==> src/rtl/ptw_pkg.sv <==
// ptw_pkg: geometry constants, types, datapath command codes and the level index helper
// depends on nothing; imported by every module of the page table walker except ptw_ram
`timescale 1ns / 1ps
package ptw_pkg;

    localparam int OFFSET_BITS  = 4;
    localparam int VADDR_BITS   = 12;
    localparam int FRAME_COUNT  = 16;
    localparam int TABLE_LEVELS = 2;
    localparam int WORD_BITS    = 32;

    localparam int PAGE_WORDS  = 1 << OFFSET_BITS;
    localparam int PAGE_BITS   = VADDR_BITS - OFFSET_BITS;
    localparam int PAGE_COUNT  = 1 << PAGE_BITS;
    localparam int FRAME_BITS  = $clog2(FRAME_COUNT);
    localparam int PHYS_WORDS  = FRAME_COUNT * PAGE_WORDS;
    localparam int PHYS_ABITS  = $clog2(PHYS_WORDS);
    localparam int SWAP_WORDS  = 1 << VADDR_BITS;
    localparam int SWAP_ABITS  = VADDR_BITS;
    localparam int LVL_BITS    = (TABLE_LEVELS > 1) ? $clog2(TABLE_LEVELS) : 1;
    localparam int SP_BITS     = $clog2(TABLE_LEVELS + 1);
    localparam int TOP_BITS    = (PAGE_BITS % OFFSET_BITS == 0) ? OFFSET_BITS
                                                               : PAGE_BITS % OFFSET_BITS;
    localparam int IN_VADDR_W  = 13;

    typedef logic [FRAME_BITS-1:0]  t_frame;
    typedef logic [OFFSET_BITS-1:0] t_off;
    typedef logic [OFFSET_BITS:0]   t_idx;
    typedef logic [PAGE_BITS-1:0]   t_page;
    typedef logic [PAGE_BITS:0]     t_dist;
    typedef logic [PHYS_ABITS-1:0]  t_paddr;
    typedef logic [SWAP_ABITS-1:0]  t_saddr;
    typedef logic [WORD_BITS-1:0]   t_word;
    typedef logic [SP_BITS-1:0]     t_sp;
    typedef logic [LVL_BITS-1:0]    t_lvl;

    typedef enum logic [4:0] {
        OP_NONE,
        OP_CLR,
        OP_LOAD,
        OP_T_INIT,
        OP_T_RD,
        OP_T_CHK,
        OP_T_NEXT,
        OP_W_INIT,
        OP_W_VISIT,
        OP_W_RD,
        OP_W_CHK,
        OP_W_POP,
        OP_P_SEL,
        OP_P_CLR,
        OP_EV_RD,
        OP_EV_WR,
        OP_ZERO,
        OP_FL_RD,
        OP_FL_WR,
        OP_T_LINK,
        OP_ACC_WR,
        OP_ACC_RD,
        OP_EMIT
    } t_op;

    typedef enum logic [1:0] {
        RES_FAIL,
        RES_WR,
        RES_RD
    } t_res;

    typedef enum logic [1:0] {
        SEL_NEXT,
        SEL_EMPTY,
        SEL_LEAF,
        SEL_NONE
    } t_sel;

    typedef enum logic [4:0] {
        S_CLR,
        S_IDLE,
        S_CHECK,
        S_T_RD,
        S_T_CHK,
        S_T_NEXT,
        S_W_INIT,
        S_W_VISIT,
        S_W_RD,
        S_W_CHK,
        S_W_POP,
        S_P_SEL,
        S_P_CLR,
        S_EV_RD,
        S_EV_WR,
        S_ZERO,
        S_FL_RD,
        S_FL_WR,
        S_T_LINK,
        S_ACC_WR,
        S_ACC_RD,
        S_EMIT
    } t_state;

    typedef struct packed {
        t_op  op;
        t_res res;
    } t_cmd;

    typedef struct packed {
        logic rd_nz;
        logic at_leaf;
        logic idx_end;
        logic sp_zero;
        logic lvl_last;
        t_sel sel;
        logic cnt_last;
        logic clr_last;
        logic out_free;
        logic func;
        logic oor;
    } t_sts;

    // right shift that brings the index of table level d to the bottom of the page number
    function automatic int lvl_shift(input t_lvl d);
        int used;
        used = TOP_BITS + int'(d) * OFFSET_BITS;
        return (used > PAGE_BITS) ? 0 : PAGE_BITS - used;
    endfunction

endpackage

==> src/rtl/ptw_ctrl.sv <==
// ptw_ctrl: state machine that sequences clearing, translation, tree search and page moves
// depends on ptw_pkg; drives the datapath by one command a cycle
`timescale 1ns / 1ps
module ptw_ctrl (
    input  logic          i_clk,
    input  logic          i_rst_n,
    input  logic          i_in_valid,
    output logic          o_in_stall,
    input  ptw_pkg::t_sts i_sts,
    output ptw_pkg::t_cmd o_cmd
);
    import ptw_pkg::*;

    t_state r_state, n_state;
    t_res   r_res, n_res;

    always_ff @(posedge i_clk) begin
        if (!i_rst_n) begin
            r_state <= S_CLR;
            r_res   <= RES_FAIL;
        end else begin
            r_state <= n_state;
            r_res   <= n_res;
        end
    end

    always_comb begin
        n_state    = r_state;
        n_res      = r_res;
        o_cmd.op   = OP_NONE;
        o_cmd.res  = r_res;
        o_in_stall = (r_state != S_IDLE);
        unique case (r_state)
            S_CLR: begin
                o_cmd.op = OP_CLR;
                if (i_sts.clr_last) n_state = S_IDLE;
            end
            S_IDLE: begin
                if (i_in_valid) begin
                    o_cmd.op = OP_LOAD;
                    n_state  = S_CHECK;
                end
            end
            S_CHECK: begin
                if (i_sts.oor) begin
                    n_res   = RES_FAIL;
                    n_state = S_EMIT;
                end else begin
                    o_cmd.op = OP_T_INIT;
                    n_state  = S_T_RD;
                end
            end
            S_T_RD: begin
                o_cmd.op = OP_T_RD;
                n_state  = S_T_CHK;
            end
            S_T_CHK: begin
                o_cmd.op = OP_T_CHK;
                n_state  = i_sts.rd_nz ? S_T_NEXT : S_W_INIT;
            end
            S_T_NEXT: begin
                o_cmd.op = OP_T_NEXT;
                if (!i_sts.lvl_last) n_state = S_T_RD;
                else n_state = i_sts.func ? S_ACC_WR : S_ACC_RD;
            end
            S_W_INIT: begin
                o_cmd.op = OP_W_INIT;
                n_state  = S_W_VISIT;
            end
            S_W_VISIT: begin
                o_cmd.op = OP_W_VISIT;
                n_state  = i_sts.at_leaf ? S_W_POP : S_W_RD;
            end
            S_W_RD: begin
                if (i_sts.idx_end) begin
                    n_state = S_W_POP;
                end else begin
                    o_cmd.op = OP_W_RD;
                    n_state  = S_W_CHK;
                end
            end
            S_W_CHK: begin
                o_cmd.op = OP_W_CHK;
                n_state  = i_sts.rd_nz ? S_W_VISIT : S_W_RD;
            end
            S_W_POP: begin
                o_cmd.op = OP_W_POP;
                n_state  = i_sts.sp_zero ? S_P_SEL : S_W_RD;
            end
            S_P_SEL: begin
                o_cmd.op = OP_P_SEL;
                unique case (i_sts.sel)
                    SEL_NEXT:  n_state = i_sts.lvl_last ? S_FL_RD : S_ZERO;
                    SEL_EMPTY: n_state = S_P_CLR;
                    SEL_LEAF:  n_state = S_EV_RD;
                    default: begin
                        n_res   = RES_FAIL;
                        n_state = S_EMIT;
                    end
                endcase
            end
            S_EV_RD: begin
                o_cmd.op = OP_EV_RD;
                n_state  = S_EV_WR;
            end
            S_EV_WR: begin
                o_cmd.op = OP_EV_WR;
                n_state  = i_sts.cnt_last ? S_P_CLR : S_EV_RD;
            end
            S_P_CLR: begin
                o_cmd.op = OP_P_CLR;
                n_state  = i_sts.lvl_last ? S_FL_RD : S_ZERO;
            end
            S_ZERO: begin
                o_cmd.op = OP_ZERO;
                if (i_sts.cnt_last) n_state = S_T_LINK;
            end
            S_FL_RD: begin
                o_cmd.op = OP_FL_RD;
                n_state  = S_FL_WR;
            end
            S_FL_WR: begin
                o_cmd.op = OP_FL_WR;
                n_state  = i_sts.cnt_last ? S_T_LINK : S_FL_RD;
            end
            S_T_LINK: begin
                o_cmd.op = OP_T_LINK;
                n_state  = S_T_NEXT;
            end
            S_ACC_WR: begin
                o_cmd.op = OP_ACC_WR;
                n_res    = RES_WR;
                n_state  = S_EMIT;
            end
            S_ACC_RD: begin
                o_cmd.op = OP_ACC_RD;
                n_res    = RES_RD;
                n_state  = S_EMIT;
            end
            S_EMIT: begin
                if (i_sts.out_free) begin
                    o_cmd.op = OP_EMIT;
                    n_state  = S_IDLE;
                end
            end
            default: n_state = S_CLR;
        endcase
    end
endmodule

==> config.mk <==
export PLATFORM = sky130hd
export DESIGN_NAME = ptw_ctrl
export DESIGN_NICKNAME = d
export VERILOG_FILES = /design/src/rtl/ptw_pkg.sv /design/src/rtl/ptw_ctrl.sv
export SDC_FILE = /design/constraint.sdc
export NUM_CORES = 1
export LEC_CHECK = 0
export BUFFER_PORTS_ARGS = -buffer_cell sky130_fd_sc_hd__buf_2
export CORE_MARGIN = 1.5
export CORE_UTILIZATION = 39
export CTS_BUF_LIST = sky130_fd_sc_hd__clkbuf_4 sky130_fd_sc_hd__clkbuf_8
export DETAILED_ROUTE_END_ITERATION = 7
export PLACE_DENSITY = 0.64
export SLEW_MARGIN = 20
export SYNTH_ARGS = -nofsm -noshare
export SYNTH_HDL_FRONTEND = slang
export SYNTH_SLANG_ARGS = --single-unit
==> constraint.sdc <==
create_clock -name i_clk -period 1.6 [get_ports i_clk]
set_input_delay 0.32 -clock i_clk [delete_from_list [all_inputs] [get_ports i_clk]]
set_output_delay 0.32 -clock i_clk [all_outputs]
set_load 0.03 [all_outputs]
Word level (Yosys, flattened, before mapping)
Index checks and enable logic that the tools add are counted.
{"block": "word_totals", "output_inout_bits": 8, "ramBits": 0, "romBits": 0, "latch_bits": 0, "reg_bits": 7, "mem_count": 0, "in_bits": 15}
{"block": "op_classes", "n_addsub": 0, "eq_ne": 30, "n_div": 0, "n_reduce_logical": 7, "n_lt_le_gt_ge": 0, "n_mux": 25, "n_mul": 0, "n_bitwise": 0, "n_shift": 0}
{"cell": "$pmux 5 s22", "n": 1}
{"cell": "$pmux 5 s21", "n": 1}
{"cell": "$eq 5x4->1 const B", "n": 8}
{"cell": "$mux 5", "n": 8}
{"cell": "$eq 5x5->1 const B", "n": 6}
{"cell": "$eq 5x3->1 const B", "n": 4}
{"cell": "$mux 2", "n": 9}
{"cell": "$pmux 5 s3", "n": 1}
{"cell": "$ne 2x2->1 const B", "n": 6}
{"cell": "$eq 5x2->1 const B", "n": 2}
{"cell": "$mux 4", "n": 2}
{"cell": "$pmux 2 s4", "n": 1}
{"cell": "$eq 5x1->1 const B", "n": 1}
{"cell": "$logic_not 5->1", "n": 1}
{"cell": "$ne 5x1->1 const B", "n": 1}
{"cell": "$reduce_and 4->1", "n": 1}
{"cell": "$reduce_bool 4->1", "n": 1}
{"cell": "$mux 3", "n": 1}
{"cell": "$reduce_and 3->1", "n": 1}
{"cell": "$reduce_or 3->1", "n": 1}
{"cell": "$eq 2x1->1 const B", "n": 1}
{"cell": "$eq 2x2->1 const B", "n": 1}
{"cell": "$logic_not 2->1", "n": 1}
{"cell": "$reduce_or 2->1", "n": 1}
{"cell": "$mux 1", "n": 1}

Logic depth before layout (Yosys ltp)
{"block": "depth", "word_depth": 4, "mapped_depth": 7, "mapped_depth_nobuf": 7}

Worst setup path after synthesis
OpenSTA, ideal clock, no wires.
{"block": "synth_timing", "path_type": "register to output", "startpoint": "register r_state[2]", "endpoint": "output port o_cmd[3] (netlist bit)", "path_stages_with_launch": 7, "path_slack_ps": -782, "arrival_time_ps": 2062, "path_cell_list": "dfxtp_1 > buf_2 > buf_2 > nand2_1 > nor2_1 > a21oi_1 > o311ai_0"}
{"element": "start, declared", "line": "ptw_ctrl.sv:14", "rtl": "t_state r_state, n_state;"}
{"element": "start signal, assigned", "line": "ptw_ctrl.sv:22", "rtl": "r_state <= n_state;"}
{"element": "end, declared", "line": "ptw_ctrl.sv:10", "rtl": "output ptw_pkg::t_cmd o_cmd"}

Final worst setup path
{"block": "layout_timing", "startpoint": "register r_state[0]", "endpoint": "register r_state[0]"}
{"block": "layout_via", "elab_chain_cells": 3, "elab_cells_between_ends": 29, "cone_classes": "25 x eq/ne; 1 x mux; 3 x reduce/logical"}
{"element": "$eq 5x5->1 (tied with other cells)", "line": "ptw_ctrl.sv:33", "rtl": "unique case (r_state)"}
{"element": "$reduce_or 2->1 (no source line) / $ne 2x2->1 (equally long branches)"}
{"element": "$pmux 5 s21 / $reduce_and 4->1 (equally long branches)"}
Several ways; a longest one is shown, not always the timed one.
A chain may end at the register's enable or synchronous reset.

==> impl_metrics.csv <==
group,metric,value,unit
timing,period_share,112,%
min_path,hp-start,"i_rst_n",
critical_path,cp_slowest_stage_delay,0.39,ns
timing,finalCriticalPeriod,1.79,ns
drt,drtIter0Drc,69,
die,core_area,2450,sq um
die,start_util,40.6,%
job,maxCapViolCount,0,
drt,ant_nets,0,
power,power.leakage,0.806,nW
timing,relSlewSlack,72.8,%
synthesis,yosysTopAreaCell,"dfxtp_1",
clock_tree,clkTransAtPathRegs,0.06,ns
drt,dr.pass1.iters,5,
die,dieArea,2870,sq um
cells_and_area,layout_commonest_cell,"buf_4",
cells_and_area,diodes,0,
power,seqPwrFrac,16.8,%
global_routing,antenna_found_initial,0,
power,ir_drop,0.779,mV
cells_and_area,n_fill_cell,173,
critical_path,arrival,1.94,ns
timing,hold_violations,0,
clock_tree,root_buffer,"clkbuf_4",
placed_design,gp_routability_congestion,1.01,
global_routing,grt_first_pass_wirelength,6.38,mm
synthesis,yosys_warnings,0,
timing,max_clock_freq,558,MHz
timing,layout_setup_ws,-0.192,ns
cells_and_area,final_cell_mix,"buf_4, buf_2, nand2_1",
synthesis,syn_area_per_cell,6.47,sq um
synthesis,synth.distinct_cells,44,
clock_tree,clk_latency,0.26,ns
drt,drcViolationCount,0,
die,io_pins,23,
drt,vias_per_cell,5.90,
timing,setup_violations,12,
timing,worst_clock_skew,0.00373,ns
placed_design,numPortBuffers,22,
critical_path,end_kind,"register",
clock_tree,clock-sinks,7,
critical_path,critPathTopFamily,"compound AO/OA/AOI/OAI gates",
drt,vias,1523,
synthesis,synth_edf_count,0,
clock_tree,cts-buffers-inserted,3,
critical_path,cp_data_required_time,1.75,ns
status,violations,"negative setup slack",
power,power.share.combinational,71.3,%
global_routing,grt_use_total,30.9,%
synthesis,syn_area,996,sq um
clock_tree,cts_buffer_depth,2,
clock_tree,cts-hold-fix-buffers,0,
critical_path,start_kind,"register",
die,die_h,53.5,um
synthesis,syn_inst,154,
die,rows,18,
drt,routed_wl,4.40,mm
timing,tightest_slew,0.401,ns
timing,finalMaxSlewViolations,0,
power,sw_frac_of_total,43.6,%
critical_path,cp_cell_sequence,"buf_6, buf_4, mux2i_1, and3_4, o31a_1, o41a_1",
clock_tree,htreeDepth,1,
synthesis,ys.flop_type,"dfxtp_1",
power,switchingPower,611,uW
timing,fin_tns_setup,-1.35,ns
power,p_per_area,738,nW/um^2
die,die_w,53.5,um
synthesis,synth.top_cell.area_share,14.1,%
global_routing,grt_overflow,0,
timing,hold_ws,0.380,ns
synthesis,synth_async_sr_flop_share,0,%
synthesis,synth_area_leaders,"dfxtp_1, a21oi_1, o21ai_0, nand2_1, nor2_1",
critical_path,crit_type,"register to register",
critical_path,crit_slowest_cell,"o41a_1",
power,clkPwrFrac,11.9,%
global_routing,grt_pass1_vias,1413,
critical_path,critPathMaxFanout,8,
global_routing,grt_max_degree,16,
cells_and_area,final_nets,246,
critical_path,reg2reg_from,"r_state[0]",
status,outcome,"finished, violations left",
synthesis,seq_area_frac_synth,14.1,%
cells_and_area,layout-drive-gt1-share,59.6,%
power,internal_power,791,uW
min_path,hold_end,"r_state[3]",
synthesis,synthesis.nets,171,
placed_design,hpwl,2.99,mm
min_path,hold_class,"primary input to register",
timing,grt_setup_unrepaired,"true",
drt,routedWlPerCell,17.1,um
critical_path,ff2ff_setup_slack,-0.19,ns
critical_path,crit_buf_inv,2,
critical_path,reg2reg_to,"r_state[0]",
critical_path,r2r_cells,6,
cells_and_area,syn2layout_area_growth,90.8,%
synthesis,synth_seq_cells,7,
clock_tree,cts_tree,"yes",
min_path,holdPathStages,2,
-- worst max path at each step --
stage,to,depth (start not counted),start,slack (ns)
final,r_state[0],6,r_state[0],-0.19
after global routing,r_state[0],6,r_state[0],-0.24
after CTS,o_cmd[3],6,r_state[0],-0.21
after detailed placement,r_state[1],6,r_state[0],-0.23
after global placement,r_state[1],6,r_state[0],-0.20
after floorplan,o_cmd[3],6,r_state[0],-0.05
-- stage by stage --
step                      worst slack, ns  cell area [sq um]  instances  utilization, %  power (mW)
final                              -0.192               1900        258            77.4        1.40
after global routing               -0.236               1900        258            77.4        1.47
after CTS                          -0.213               1750        253            71.3        1.30
after detailed placement           -0.231               1480        239            60.2       0.966
after global placement             -0.197               1480        239            60.2       0.949
after floorplan                   -0.0507               1060        154               -       0.650
-- kinds of logic (layout without fill, tap and decap cells) --
family / Yosys count / in the layout / share of synthesized area [%]
and+or+nand+nor: 70 / 70 / 37.2
buffers and inverters: 22 / 96 / 10.1
muxes: 1 / 1 / 1.01
DFF: 7 / 7 / 14.1
xor gates and xnor gates: 2 / 2 / 1.76
adders and majority gates: 2 / 2 / 2.51
AOI/OAI and AO/OA: 50 / 50 / 33.4
-- sequential cells by signal, indices dropped and copies added, names as in the netlist --
signal,cells
r_state,5
r_res,2
-- layout make-up --
class                           count  area (sq um)  area share [%]
Timing Repair Buffer               82           627            33.0
Clock buffer                        3          22.5            1.18
Inverter                           10          40.0            2.11
Clock inverter                      1          5.00           0.263
Sequential cell                     7           159            8.36
Multi-Input combinational cell    125          1010            53.1
Tap cell                           30          37.5            1.97
-- power groups by stage --
stage          Combinational (mW)  Sequential, mW  Clock, mW
2_1_floorplan               0.440           0.210          0
3_3_place_gp                0.722           0.227          0
3_5_place_dp                0.739           0.227          0
4_1_cts                     0.897           0.230      0.171
5_1_grt                      1.06           0.236      0.181
6_report                     1.00           0.235      0.167
-- routing by layer --
metal	vias to the layer above	GRT usage (%)	part of all wire [%]
li1	725	-	-
met4	0	11.1	3.5
met5	-	0	0
met3	14	6.94	6.4
met2	80	52.9	50
met1	704	37.7	41
-- synthesized netlist by cell type, drive strengths merged, types with 2 or more instances --
cell and instances:
a221oi 2, dfxtp 7, nor3b 2, inv 10, a21o 2, nand4 3, and3 3, o32ai 2
nand3 7, nor2 14, nor2b 7, buf 10, clkbuf 2, o21ai 12, nor3 9, a22oi 3
nand2 14, or3 2, nand2b 2, o22ai 2, o311ai 3, a21oi 12, ha 2, a32o 2
o31a 2, o21a 3
-- repair_timing --
action                     in CTS  in global routing
pin swaps                      20                 17
resized for setup              58                 26
setup buffers                  11                  5
setup endpoints to repair      13                 13
Power figures use the tool's default switching activity.
